<file path="src/rtl/phr_pkg.sv">
// shared types, constants and hash step for the path hash rule check block
package phr_pkg;

    localparam int RULE_ENTRIES   = 16;
    localparam int MAX_PATH_BYTES = 256;
    localparam int QUEUE_DEPTH    = 4;

    localparam int HASH_W   = 64;
    localparam int MASK_W   = 8;
    localparam int SLOT_W   = 4;
    localparam int RCOUNT_W = 5;
    localparam int CFG_IDX_W  = 2;
    localparam int CFG_DATA_W = 8;

    localparam int IDX_W  = (RULE_ENTRIES > 1) ? $clog2(RULE_ENTRIES) : 1;
    localparam int CNT_W  = $clog2(RULE_ENTRIES + 1);
    localparam int BCNT_W = $clog2(MAX_PATH_BYTES + 1);
    localparam int QPTR_W = (QUEUE_DEPTH > 1) ? $clog2(QUEUE_DEPTH) : 1;
    localparam int QCNT_W = $clog2(QUEUE_DEPTH + 1);
    localparam int ENTRY_W = HASH_W + MASK_W;

    localparam logic [HASH_W-1:0] FNV_BASIS = 64'hcbf29ce484222325;
    localparam logic [MASK_W-1:0] NEED_WRITE = 8'h02;
    localparam logic [MASK_W-1:0] NEED_READ  = 8'h04;

    typedef enum logic [CFG_IDX_W-1:0] {
        CFG_ENFORCING  = 2'd0,
        CFG_RULE_COUNT = 2'd1
    } cfg_index_t;

    typedef enum logic [1:0] {
        DEC_ALLOW_AUDIT  = 2'd0,
        DEC_DENY         = 2'd1,
        DEC_ALLOW_SILENT = 2'd2,
        DEC_PRIOR_FAIL   = 2'd3
    } decision_t;

    // request handed from the front to the back
    typedef struct packed {
        logic              is_rule;
        logic [HASH_W-1:0] hash;
        logic [SLOT_W-1:0] slot;
        logic [MASK_W-1:0] access;
        logic              write_access;
        logic              path_unresolved;
        logic              prior_failed;
    } phr_item_t;

    // xor byte, multiply by 0x100000001b3 as shift-add
    function automatic logic [HASH_W-1:0] fnv_step(input logic [HASH_W-1:0] h,
                                                   input logic [7:0] b);
        logic [HASH_W-1:0] x;
        x = h ^ {{(HASH_W-8){1'b0}}, b};
        return x + (x << 1) + (x << 4) + (x << 5) + (x << 7) + (x << 8) + (x << 40);
    endfunction

endpackage

</file>
<file path="src/rtl/phr_if.sv">
// request channel interfaces: input items, results and configuration writes
interface phr_in_if;
    logic                        valid;
    logic                        ready;
    logic                        operation;
    logic [7:0]                  path_byte;
    logic                        last_byte;
    logic                        write_access;
    logic                        path_unresolved;
    logic                        prior_failed;
    logic [phr_pkg::SLOT_W-1:0]  rule_slot;
    logic [phr_pkg::HASH_W-1:0]  rule_hash;
    logic [phr_pkg::MASK_W-1:0]  rule_access;

    modport source (
        output valid, operation, path_byte, last_byte, write_access,
               path_unresolved, prior_failed, rule_slot, rule_hash, rule_access,
        input  ready
    );
    modport sink (
        input  valid, operation, path_byte, last_byte, write_access,
               path_unresolved, prior_failed, rule_slot, rule_hash, rule_access,
        output ready
    );
endinterface

interface phr_out_if;
    logic                        valid;
    logic                        ready;
    logic [1:0]                  decision;
    logic [phr_pkg::HASH_W-1:0]  final_hash;
    logic                        match_found;
    logic [phr_pkg::SLOT_W-1:0]  matched_slot;

    modport source (
        output valid, decision, final_hash, match_found, matched_slot,
        input  ready
    );
    modport sink (
        input  valid, decision, final_hash, match_found, matched_slot,
        output ready
    );
endinterface

interface phr_cfg_if;
    logic                           valid;
    logic                           ready;
    logic [phr_pkg::CFG_IDX_W-1:0]  index;
    logic [phr_pkg::CFG_DATA_W-1:0] data;

    modport source (
        output valid, index, data,
        input  ready
    );
    modport sink (
        input  valid, index, data,
        output ready
    );
endinterface

</file>
<file path="src/rtl/phr_ram.sv">
// generic single-write, registered-read ram
module phr_ram #(
    parameter int WIDTH = 8,
    parameter int DEPTH = 16
) (
    input  logic                                      clk,
    input  logic                                      we,
    input  logic [((DEPTH > 1) ? $clog2(DEPTH) : 1)-1:0] waddr,
    input  logic [WIDTH-1:0]                          wdata,
    input  logic [((DEPTH > 1) ? $clog2(DEPTH) : 1)-1:0] raddr,
    output logic [WIDTH-1:0]                          rdata
);
    logic [WIDTH-1:0] mem_reg [DEPTH];
    logic [WIDTH-1:0] rdata_reg;

    always_ff @(posedge clk)
    begin
        if (we)
        begin
            mem_reg[waddr] <= wdata;
        end
        rdata_reg <= mem_reg[raddr];
    end

    assign rdata = rdata_reg;
endmodule

</file>
<file path="src/rtl/phr_front.sv">
// front: accepts items, folds path bytes into the fnv-1a hash, queues rule writes and decisions
module phr_front (
    input  logic                clk,
    input  logic                rst_n,
    phr_in_if.sink              in_ch,
    input  logic                q_full,
    output logic                q_push,
    output phr_pkg::phr_item_t  q_item
);
    import phr_pkg::*;

    logic [HASH_W-1:0] hash_reg, hash_next;
    logic [BCNT_W-1:0] count_reg, count_next;
    logic              accept;
    logic              counting;
    logic [HASH_W-1:0] new_hash;

    always_comb
    begin
        in_ch.ready = !q_full;
        accept      = in_ch.valid && !q_full;
        counting    = count_reg < BCNT_W'(MAX_PATH_BYTES);
        new_hash    = counting ? fnv_step(hash_reg, in_ch.path_byte) : hash_reg;

        hash_next  = hash_reg;
        count_next = count_reg;
        q_push     = 1'b0;
        if (accept)
        begin
            if (in_ch.operation)
            begin
                q_push = 1'b1;
            end
            else if (in_ch.last_byte)
            begin
                q_push     = 1'b1;
                hash_next  = FNV_BASIS;
                count_next = '0;
            end
            else
            begin
                hash_next = new_hash;
                if (counting)
                begin
                    count_next = count_reg + BCNT_W'(1);
                end
            end
        end

        q_item.is_rule         = in_ch.operation;
        q_item.hash            = in_ch.operation ? in_ch.rule_hash : new_hash;
        q_item.slot            = in_ch.rule_slot;
        q_item.access          = in_ch.rule_access;
        q_item.write_access    = in_ch.write_access;
        q_item.path_unresolved = in_ch.path_unresolved;
        q_item.prior_failed    = in_ch.prior_failed;
    end

    always_ff @(posedge clk or negedge rst_n)
    begin
        if (!rst_n)
        begin
            hash_reg  <= FNV_BASIS;
            count_reg <= '0;
        end
        else
        begin
            hash_reg  <= hash_next;
            count_reg <= count_next;
        end
    end
endmodule

</file>
<file path="src/rtl/phr_queue.sv">
// short fifo of requests between front and back
module phr_queue (
    input  logic                clk,
    input  logic                rst_n,
    input  logic                push,
    input  phr_pkg::phr_item_t  push_item,
    input  logic                pop,
    output phr_pkg::phr_item_t  head_item,
    output logic                full,
    output logic                empty
);
    import phr_pkg::*;

    phr_item_t         entry_reg [QUEUE_DEPTH];
    logic [QPTR_W-1:0] wr_ptr_reg, wr_ptr_next;
    logic [QPTR_W-1:0] rd_ptr_reg, rd_ptr_next;
    logic [QCNT_W-1:0] count_reg, count_next;

    function automatic logic [QPTR_W-1:0] ptr_inc(input logic [QPTR_W-1:0] p);
        return (p == QPTR_W'(QUEUE_DEPTH - 1)) ? '0 : p + QPTR_W'(1);
    endfunction

    always_comb
    begin
        full      = count_reg == QCNT_W'(QUEUE_DEPTH);
        empty     = count_reg == '0;
        head_item = entry_reg[rd_ptr_reg];

        wr_ptr_next = push ? ptr_inc(wr_ptr_reg) : wr_ptr_reg;
        rd_ptr_next = pop ? ptr_inc(rd_ptr_reg) : rd_ptr_reg;
        count_next  = count_reg;
        if (push && !pop)
        begin
            count_next = count_reg + QCNT_W'(1);
        end
        else if (pop && !push)
        begin
            count_next = count_reg - QCNT_W'(1);
        end
    end

    always_ff @(posedge clk)
    begin
        if (push)
        begin
            entry_reg[wr_ptr_reg] <= push_item;
        end
    end

    always_ff @(posedge clk or negedge rst_n)
    begin
        if (!rst_n)
        begin
            wr_ptr_reg <= '0;
            rd_ptr_reg <= '0;
            count_reg  <= '0;
        end
        else
        begin
            wr_ptr_reg <= wr_ptr_next;
            rd_ptr_reg <= rd_ptr_next;
            count_reg  <= count_next;
        end
    end
endmodule

</file>
<file path="src/rtl/phr_back.sv">
// back: holds config, writes the rule table and scans it for each enforced decision that needs a rule lookup
module phr_back (
    input  logic                clk,
    input  logic                rst_n,
    phr_cfg_if.sink             cfg_ch,
    input  logic                q_empty,
    input  phr_pkg::phr_item_t  head_item,
    output logic                q_pop,
    phr_out_if.source           out_ch
);
    import phr_pkg::*;

    typedef enum logic [2:0] {
        ST_IDLE = 3'b001,
        ST_SCAN = 3'b010,
        ST_OUT  = 3'b100
    } state_t;

    localparam int CMP_W = (CNT_W > RCOUNT_W) ? CNT_W : RCOUNT_W;

    state_t              state_reg, state_next;
    logic                enforcing_reg, enforcing_next;
    logic [RCOUNT_W-1:0] rule_count_reg, rule_count_next;
    logic [HASH_W-1:0]   hash_reg, hash_next;
    logic                wr_reg, wr_next;
    logic [CNT_W-1:0]    limit_reg, limit_next;
    logic [IDX_W-1:0]    idx_reg, idx_next;
    decision_t           dec_reg, dec_next;
    logic                found_reg, found_next;
    logic [SLOT_W-1:0]   slot_reg, slot_next;

    logic                ram_we;
    logic [IDX_W-1:0]    ram_waddr;
    logic [IDX_W-1:0]    ram_raddr;
    logic [ENTRY_W-1:0]  ram_rdata;
    logic [CNT_W-1:0]    next_idx;
    logic [CNT_W-1:0]    clamp_limit;
    logic [MASK_W-1:0]   need;
    logic                hit;

    phr_ram #(
        .WIDTH (ENTRY_W),
        .DEPTH (RULE_ENTRIES)
    ) u_table (
        .clk   (clk),
        .we    (ram_we),
        .waddr (ram_waddr),
        .wdata ({head_item.hash, head_item.access}),
        .raddr (ram_raddr),
        .rdata (ram_rdata)
    );

    always_comb
    begin
        cfg_ch.ready    = 1'b1;
        enforcing_next  = enforcing_reg;
        rule_count_next = rule_count_reg;
        if (cfg_ch.valid)
        begin
            case (cfg_ch.index)
                CFG_ENFORCING:  enforcing_next  = cfg_ch.data[0];
                CFG_RULE_COUNT: rule_count_next = cfg_ch.data[RCOUNT_W-1:0];
                default:        ;
            endcase
        end
    end

    always_comb
    begin
        clamp_limit = (CMP_W'(rule_count_reg) > CMP_W'(RULE_ENTRIES))
                      ? CNT_W'(RULE_ENTRIES) : CNT_W'(rule_count_reg);
        next_idx  = CNT_W'(idx_reg) + CNT_W'(1);
        ram_raddr = (state_reg == ST_SCAN) ? IDX_W'(next_idx) : '0;
        ram_waddr = IDX_W'(head_item.slot);
        need      = wr_reg ? NEED_WRITE : NEED_READ;
        hit       = ram_rdata[ENTRY_W-1:MASK_W] == hash_reg;

        state_next = state_reg;
        hash_next  = hash_reg;
        wr_next    = wr_reg;
        limit_next = limit_reg;
        idx_next   = idx_reg;
        dec_next   = dec_reg;
        found_next = found_reg;
        slot_next  = slot_reg;
        q_pop      = 1'b0;
        ram_we     = 1'b0;

        case (state_reg)
            ST_IDLE:
            begin
                if (!q_empty)
                begin
                    q_pop = 1'b1;
                    if (head_item.is_rule)
                    begin
                        ram_we = 32'(head_item.slot) < RULE_ENTRIES;
                    end
                    else
                    begin
                        hash_next  = head_item.hash;
                        wr_next    = head_item.write_access;
                        limit_next = clamp_limit;
                        idx_next   = '0;
                        found_next = 1'b0;
                        slot_next  = '0;
                        dec_next   = DEC_ALLOW_AUDIT;
                        state_next = ST_OUT;
                        if (head_item.prior_failed)
                        begin
                            dec_next = DEC_PRIOR_FAIL;
                        end
                        else if (!enforcing_reg || head_item.path_unresolved)
                        begin
                            dec_next = DEC_ALLOW_SILENT;
                        end
                        else if (clamp_limit != '0)
                        begin
                            state_next = ST_SCAN;
                        end
                    end
                end
            end
            ST_SCAN:
            begin
                if (hit)
                begin
                    found_next = 1'b1;
                    slot_next  = SLOT_W'(idx_reg);
                    dec_next   = ((ram_rdata[MASK_W-1:0] & need) != need)
                                 ? DEC_DENY : DEC_ALLOW_AUDIT;
                    state_next = ST_OUT;
                end
                else if (next_idx >= limit_reg)
                begin
                    state_next = ST_OUT;
                end
                else
                begin
                    idx_next = IDX_W'(next_idx);
                end
            end
            ST_OUT:
            begin
                if (out_ch.ready)
                begin
                    state_next = ST_IDLE;
                end
            end
            default:
            begin
                state_next = ST_IDLE;
            end
        endcase

        out_ch.valid        = state_reg == ST_OUT;
        out_ch.decision     = dec_reg;
        out_ch.final_hash   = hash_reg;
        out_ch.match_found  = found_reg;
        out_ch.matched_slot = slot_reg;
    end

    always_ff @(posedge clk)
    begin
        hash_reg  <= hash_next;
        wr_reg    <= wr_next;
        limit_reg <= limit_next;
        idx_reg   <= idx_next;
        dec_reg   <= dec_next;
        found_reg <= found_next;
        slot_reg  <= slot_next;
    end

    always_ff @(posedge clk or negedge rst_n)
    begin
        if (!rst_n)
        begin
            state_reg      <= ST_IDLE;
            enforcing_reg  <= 1'b0;
            rule_count_reg <= '0;
        end
        else
        begin
            state_reg      <= state_next;
            enforcing_reg  <= enforcing_next;
            rule_count_reg <= rule_count_next;
        end
    end
endmodule

</file>
<file path="src/rtl/path_hash_rule_check_unit.sv">
// top level of the path hash rule check block
//
//   channel  dir  request
//   in_ch    in   path byte or rule write
//   out_ch   out  decision with path hash and matched slot
//   cfg_ch   in   register write (0 enforcing, 1 rule_count)
//
// path bytes are taken one per cycle while the queue is not full; the 64-bit hash step is one shift-add per byte.
// the back end pops a rule write and writes it into the table; it pops a decision, scans the slots it
// needs up to min(rule_count, 16), stopping at the first match, then holds the result until out_ch.ready.
// a four-entry queue lets the front keep taking bytes while the back scans or stalls.
// reset clears control and config only; rule table contents are undefined until written.
module path_hash_rule_check_unit (
    input  logic       clk,
    input  logic       rst_n,
    phr_in_if.sink     in_ch,
    phr_out_if.source  out_ch,
    phr_cfg_if.sink    cfg_ch
);
    import phr_pkg::*;

    logic      q_push;
    logic      q_pop;
    logic      q_full;
    logic      q_empty;
    phr_item_t q_in_item;
    phr_item_t q_head_item;

    phr_front u_front (
        .clk    (clk),
        .rst_n  (rst_n),
        .in_ch  (in_ch),
        .q_full (q_full),
        .q_push (q_push),
        .q_item (q_in_item)
    );

    phr_queue u_queue (
        .clk       (clk),
        .rst_n     (rst_n),
        .push      (q_push),
        .push_item (q_in_item),
        .pop       (q_pop),
        .head_item (q_head_item),
        .full      (q_full),
        .empty     (q_empty)
    );

    phr_back u_back (
        .clk       (clk),
        .rst_n     (rst_n),
        .cfg_ch    (cfg_ch),
        .q_empty   (q_empty),
        .head_item (q_head_item),
        .q_pop     (q_pop),
        .out_ch    (out_ch)
    );

`ifndef SYNTHESIS
    a_no_overflow: assert property (@(posedge clk) disable iff (!rst_n)
        !(q_push && q_full))
        else $error("request queue overflow");

    a_no_underflow: assert property (@(posedge clk) disable iff (!rst_n)
        !(q_pop && q_empty))
        else $error("request queue underflow");

    a_deny_has_match: assert property (@(posedge clk) disable iff (!rst_n)
        (out_ch.valid && out_ch.decision == DEC_DENY) |-> out_ch.match_found)
        else $error("deny without matching slot");

    a_no_match_slot_zero: assert property (@(posedge clk) disable iff (!rst_n)
        (out_ch.valid && !out_ch.match_found) |-> (out_ch.matched_slot == '0))
        else $error("slot reported without match");
`endif
endmodule

</file>
<file path="src/flat_wrapper.sv">
// flat-port wrapper written by rule: the top's interface ports become plain ports
module path_hash_rule_check_unit_flat import phr_pkg::*;
  (clk, rst_n, in_ch_valid, in_ch_operation, in_ch_path_byte, in_ch_last_byte, in_ch_write_access, in_ch_path_unresolved, in_ch_prior_failed, in_ch_rule_slot, in_ch_rule_hash, in_ch_rule_access, in_ch_ready, out_ch_valid, out_ch_decision, out_ch_final_hash, out_ch_match_found, out_ch_matched_slot, out_ch_ready, cfg_ch_valid, cfg_ch_index, cfg_ch_data, cfg_ch_ready);
  phr_in_if in_ch_i ();
  phr_out_if out_ch_i ();
  phr_cfg_if cfg_ch_i ();
  input  logic clk;
  input  logic rst_n;
  input wire logic [$bits(in_ch_i.valid)-1:0] in_ch_valid;
  input wire logic [$bits(in_ch_i.operation)-1:0] in_ch_operation;
  input wire logic [$bits(in_ch_i.path_byte)-1:0] in_ch_path_byte;
  input wire logic [$bits(in_ch_i.last_byte)-1:0] in_ch_last_byte;
  input wire logic [$bits(in_ch_i.write_access)-1:0] in_ch_write_access;
  input wire logic [$bits(in_ch_i.path_unresolved)-1:0] in_ch_path_unresolved;
  input wire logic [$bits(in_ch_i.prior_failed)-1:0] in_ch_prior_failed;
  input wire logic [$bits(in_ch_i.rule_slot)-1:0] in_ch_rule_slot;
  input wire logic [$bits(in_ch_i.rule_hash)-1:0] in_ch_rule_hash;
  input wire logic [$bits(in_ch_i.rule_access)-1:0] in_ch_rule_access;
  output wire logic [$bits(in_ch_i.ready)-1:0] in_ch_ready;
  output wire logic [$bits(out_ch_i.valid)-1:0] out_ch_valid;
  output wire logic [$bits(out_ch_i.decision)-1:0] out_ch_decision;
  output wire logic [$bits(out_ch_i.final_hash)-1:0] out_ch_final_hash;
  output wire logic [$bits(out_ch_i.match_found)-1:0] out_ch_match_found;
  output wire logic [$bits(out_ch_i.matched_slot)-1:0] out_ch_matched_slot;
  input wire logic [$bits(out_ch_i.ready)-1:0] out_ch_ready;
  input wire logic [$bits(cfg_ch_i.valid)-1:0] cfg_ch_valid;
  input wire logic [$bits(cfg_ch_i.index)-1:0] cfg_ch_index;
  input wire logic [$bits(cfg_ch_i.data)-1:0] cfg_ch_data;
  output wire logic [$bits(cfg_ch_i.ready)-1:0] cfg_ch_ready;
  assign in_ch_i.valid = in_ch_valid;
  assign in_ch_i.operation = in_ch_operation;
  assign in_ch_i.path_byte = in_ch_path_byte;
  assign in_ch_i.last_byte = in_ch_last_byte;
  assign in_ch_i.write_access = in_ch_write_access;
  assign in_ch_i.path_unresolved = in_ch_path_unresolved;
  assign in_ch_i.prior_failed = in_ch_prior_failed;
  assign in_ch_i.rule_slot = in_ch_rule_slot;
  assign in_ch_i.rule_hash = in_ch_rule_hash;
  assign in_ch_i.rule_access = in_ch_rule_access;
  assign in_ch_ready = in_ch_i.ready;
  assign out_ch_valid = out_ch_i.valid;
  assign out_ch_decision = out_ch_i.decision;
  assign out_ch_final_hash = out_ch_i.final_hash;
  assign out_ch_match_found = out_ch_i.match_found;
  assign out_ch_matched_slot = out_ch_i.matched_slot;
  assign out_ch_i.ready = out_ch_ready;
  assign cfg_ch_i.valid = cfg_ch_valid;
  assign cfg_ch_i.index = cfg_ch_index;
  assign cfg_ch_i.data = cfg_ch_data;
  assign cfg_ch_ready = cfg_ch_i.ready;
  path_hash_rule_check_unit u_core (.clk(clk), .rst_n(rst_n), .in_ch(in_ch_i), .out_ch(out_ch_i), .cfg_ch(cfg_ch_i));
endmodule
</file>
<file path="config.mk">
export PLATFORM = sky130hd
export DESIGN_NAME = path_hash_rule_check_unit_flat
export DESIGN_NICKNAME = d
export VERILOG_FILES = /design/src/rtl/phr_pkg.sv /design/src/rtl/phr_if.sv /design/src/rtl/phr_ram.sv /design/src/rtl/phr_front.sv /design/src/rtl/phr_queue.sv /design/src/rtl/phr_back.sv /design/src/rtl/path_hash_rule_check_unit.sv /design/src/flat_wrapper.sv
export SDC_FILE = /design/constraint.sdc
export NUM_CORES = 2
export LEC_CHECK = 0
export BUFFER_PORTS_ARGS = -buffer_cell sky130_fd_sc_hd__buf_2
export CAP_MARGIN = 20
export CORE_ASPECT_RATIO = 0.5
export CORE_MARGIN = 1.5
export CORE_UTILIZATION = 60
export DETAILED_ROUTE_END_ITERATION = 10
export GPL_ROUTABILITY_DRIVEN = 0
export PLACE_DENSITY = 0.77
export SYNTH_ARGS = -nofsm -noshare
export SYNTH_HDL_FRONTEND = slang
export SYNTH_SLANG_ARGS = --single-unit
</file>
<file path="constraint.sdc">
create_clock -name clk -period 7.5 [get_ports clk]
set_input_delay 0.375 -clock clk [delete_from_list [all_inputs] [get_ports clk]]
set_output_delay 0.375 -clock clk [all_outputs]
set_load 0.05 [all_outputs]
</file>
==> metrics.csv <==
stage,metric,value,unit
global_routing,global-route wire length before repair,279,mm
logic_synthesis,syn nets,5439,
flow_run,max_cap viols,0,
timing,Final Critical Period,6640,ps
floorplan,initial core utilization,0.605,
logic_synthesis,Commonest cells post-synth,"1433 x edfxtp_1, 427 x a21oi_1, 405 x inv_1",
detailed_routing,Detail Route Antenna Nets,0,
timing,Slew headroom,0.237,
run_status,status,"complete, no violations",
critical_path,CP max-delay cell,dfstp_2,
critical_path,crit-path cells,"xor2_1, ha_1, xnor2_1, fa_1, inv_1, ha_1, ha_1, ha_1, inv_1, fa_1, nor2b_4, o2111a_1, o21ai_0, a31oi_1, a21oi_2, o21bai_1, a21o_1, a21oi_1, mux2_2, a311oi_1",
critical_path,critical path class,flop to flop,
placement,dpl hpwl,112,mm
floorplan,cell row count,90,
logic_synthesis,Yosys cell types,90,
clock_network,CTS Buf Count,138,
global_routing,GRT Util Overall,0.305,
cells_and_area,max reg flops,1056,
worst_hold_path,Hold/Removal Path Class,primary input to flop,
global_routing,vias in the first global route,44600,
logic_synthesis,top-count cell post-synth,edfxtp_1,
timing,Tcrit/Tclk final,0.885,
timing,endpoints failing setup,0,
cells_and_area,ratio of cells with drive above 1 in the final layout,0.174,
placement,I/O Buffers,167,
global_routing,antenna violations before repair,1,
worst_hold_path,Hold Path Origin,in_ch_rule_hash[7],
detailed_routing,DRT Pass-1 Iters,9,
critical_path,reg2reg start,u_core.u_front.hash_reg[0]$_DFFE_PN1P_,
floorplan,die area,0.124,sq mm
detailed_routing,WL/cell,27.5,microns
logic_synthesis,"flops & latches, synth",1588,
critical_path,CP Data Arrival Time,7130,ps
logic_synthesis,share of flip-flops with an asynchronous set or reset,0.0560,
logic_synthesis,Mapped Cells,4975,
clock_network,hold-fix buffer count after cts,28,
critical_path,required time of the worst setup path,7980,ps
critical_path,internal reg-to-reg setup slack,860,ps
detailed_routing,Vias/cell,6.47,
critical_path,largest stage delay on the critical path,560,ps
detailed_routing,Vias,44200,
logic_synthesis,Synth area leaders,"edfxtp_1 59%, fa_1 6.6%, mux2_2 4.4%, a21oi_1 2.9%, mux4_2 2.3%",
global_routing,largest net degree at the start of global routing,186,
logic_synthesis,"Seq/Total Area, Yosys",0.639,
timing,worst setup margin,859,ps
clock_network,H-tree levels,4,
logic_synthesis,Mean Syn Cell Area,14.7,sq um
logic_synthesis,ys flop type,edfxtp_1,
critical_path,startpoint types,flop,
floorplan,Die W,496,microns
logic_synthesis,top cell type's share of synthesized area,0.590,
clock_network,CTS tree,done,
floorplan,core box area,0.121,sq mm
critical_path,"most used cell, CP",ha_1,
floorplan,io pins,178,
critical_path,crit end category,flop,
logic_synthesis,synth warn,0,
detailed_routing,DRC,0,
placement,pre-CTS setup slack,1090,ps
clock_network,Clock Latency Late Sink,770,ps
logic_synthesis,"EDFF count, synth",1433,
logic_synthesis,mapped cell area,0.0730,sq mm
cells_and_area,fillers,7908,
timing,RSZ-0062 raised after global routing,no,
detailed_routing,initial DRC count,5692,
clock_network,clock slew at reported path FFs,70,ps
critical_path,Worst Reg2Reg Path Length in Cells,20,
clock_network,"Gates resized, CTS repair",0,
worst_hold_path,worst hold stages,3,
critical_path,crit path max fanout,6,
clock_network,Longest Clk Path Bufs,3,
critical_path,RR Endpoint,u_core.u_queue.entry_reg[1][56]$_DFFE_PP_,
cells_and_area,final instance area,0.0803,sq mm
timing,top achievable clock speed,151,MHz
clock_network,Post-CTS Setup Inserts,0,
cells_and_area,layout net count,5571,
cells_and_area,layout overhead on the synthesized area,10.1,%
timing,final hold violations,0,
global_routing,global-route congestion overflow total,0,
clock_network,CTS Sinks,1588,
logic_synthesis,Yosys top cell by area,edfxtp_1,
placement,placed instance area,0.0756,sq mm
timing,Max Slew Vio Count,0,
timing,Final Skew,26.4,ps
floorplan,chip height,250,microns
worst_hold_path,Min-Delay Endpoint,u_core.u_queue.entry_reg[1][22]$_DFFE_PP_,
timing,setup_tns,0,ps
timing,Worst Tran Pin Value,1140,ps
clock_network,Root Buffer,clkbuf_16,
detailed_routing,drt total wl,188,mm
kinds of logic after synthesis:
logic type	Yosys count	share of synthesized area
buffers and inverters	688	0.0358
muxes	524	0.0896
adders and majority gates	366	0.0874
and+or+nand+nor	561	0.0346
AOI/OAI and AO/OA	1086	0.0943
xor gates and xnor gates	161	0.0193
DFF	1588	0.639
other	1	0.0000514
cell usage in the layout (no fill, tap or decap), types with 8 or more instances in the layout:
cell type      netlist  layout
dlygate4sd3_1        0      28
nand2_1            201     199
nand4_1             21      21
edfxtp_1          1433    1433
a221oi_1           132     132
nor2b_1             15      15
clkinv_2             0      28
dfxtp_1             66      66
a21o_1              34      34
nor4_1              20      20
xnor2_1             53      53
o21bai_1            12      12
a22oi_1              8       8
buf_4                1      75
mux2i_1            162     162
dfrtp_1             60      57
clkbuf_16            0     141
o211ai_1            76      76
nor2_4               0      18
a21oi_1            427     426
clkbuf_1           222      37
o31ai_1             66      66
o22ai_1             79      79
and2_1              13       8
inv_1              405     403
mux2_2             286     286
fa_1               241     241
ha_1               119     118
dfstp_2             29      29
clkinv_1             0      20
nand3_1             27      27
mux4_2              74      74
xor2_1             108     107
nor3_1              19      19
nor2_1             195     176
buf_2               22     165
nand2b_1            14      14
o21ai_0            169     169
critical path, delay by kind of cell (launching register included):
kind | cells | cell delay, ps
buffers and inverters | 2 | 120
and+or+nand+nor | 1 | 60
DFF | 1 | 560
xor gates and xnor gates | 2 | 590
AOI/OAI and AO/OA | 8 | 2700
adders and majority gates | 6 | 1910
muxes | 1 | 400
final cells by class:
type	count	area [sq um]	area share
antenna	1	2.50	0.0000312
clock buffer	185	3760	0.0469
clock inverter	73	651	0.00810
inverter	405	1520	0.0189
multi-input combinational	2699	23900	0.298
sequential	1588	46600	0.580
tap	1610	2010	0.0251
timing repair buffer	275	1810	0.0225
how the worst max path moves through the flow:
| stage | startpoint | endpoint | slack (ps) |
|---|---|---|---|
| global placement | u_core.u_front.hash_reg[0]$_DFFE_PN1P_ | u_core.u_queue.entry_reg[0][56]$_DFFE_PP_ | 1250 |
| finish | u_core.u_front.hash_reg[0]$_DFFE_PN1P_ | u_core.u_queue.entry_reg[1][56]$_DFFE_PP_ | 860 |
| global route | u_core.u_front.hash_reg[0]$_DFFE_PN1P_ | u_core.u_queue.entry_reg[1][56]$_DFFE_PP_ | 660 |
| CTS | u_core.u_front.hash_reg[0]$_DFFE_PN1P_ | u_core.u_queue.entry_reg[1][56]$_DFFE_PP_ | 1000 |
| floorplan | u_core.u_front.hash_reg[5]$_DFFE_PN1P_ | u_core.u_queue.entry_reg[0][75]$_DFFE_PP_ | 1730 |
| detailed placement | u_core.u_front.hash_reg[0]$_DFFE_PN1P_ | u_core.u_queue.entry_reg[2][75]$_DFFE_PP_ | 1090 |
metrics by stage:
stage	cells	hold WS, ps	util
floorplan	4975	79.4	-
global placement	6549	436	0.627
detailed placement	6549	448	0.627
CTS	6835	2.66	0.666
global route	6835	60.8	0.666
finish	6836	38.7	0.666
metal layers:
| layer | GRT usage | vias to the layer above | wire length (microns) |
|---|---|---|---|
| li1 | - | 18800 | - |
| met1 | 0.438 | 22600 | 73800 |
| met2 | 0.475 | 2471 | 87600 |
| met3 | 0.0481 | 363 | 19700 |
| met4 | 0.113 | 0 | 7030 |
| met5 | 0 | - | 0 |
Power is not shown: default switching activity piles up to over one toggle a cycle in this logic, so the estimate is an artifact.
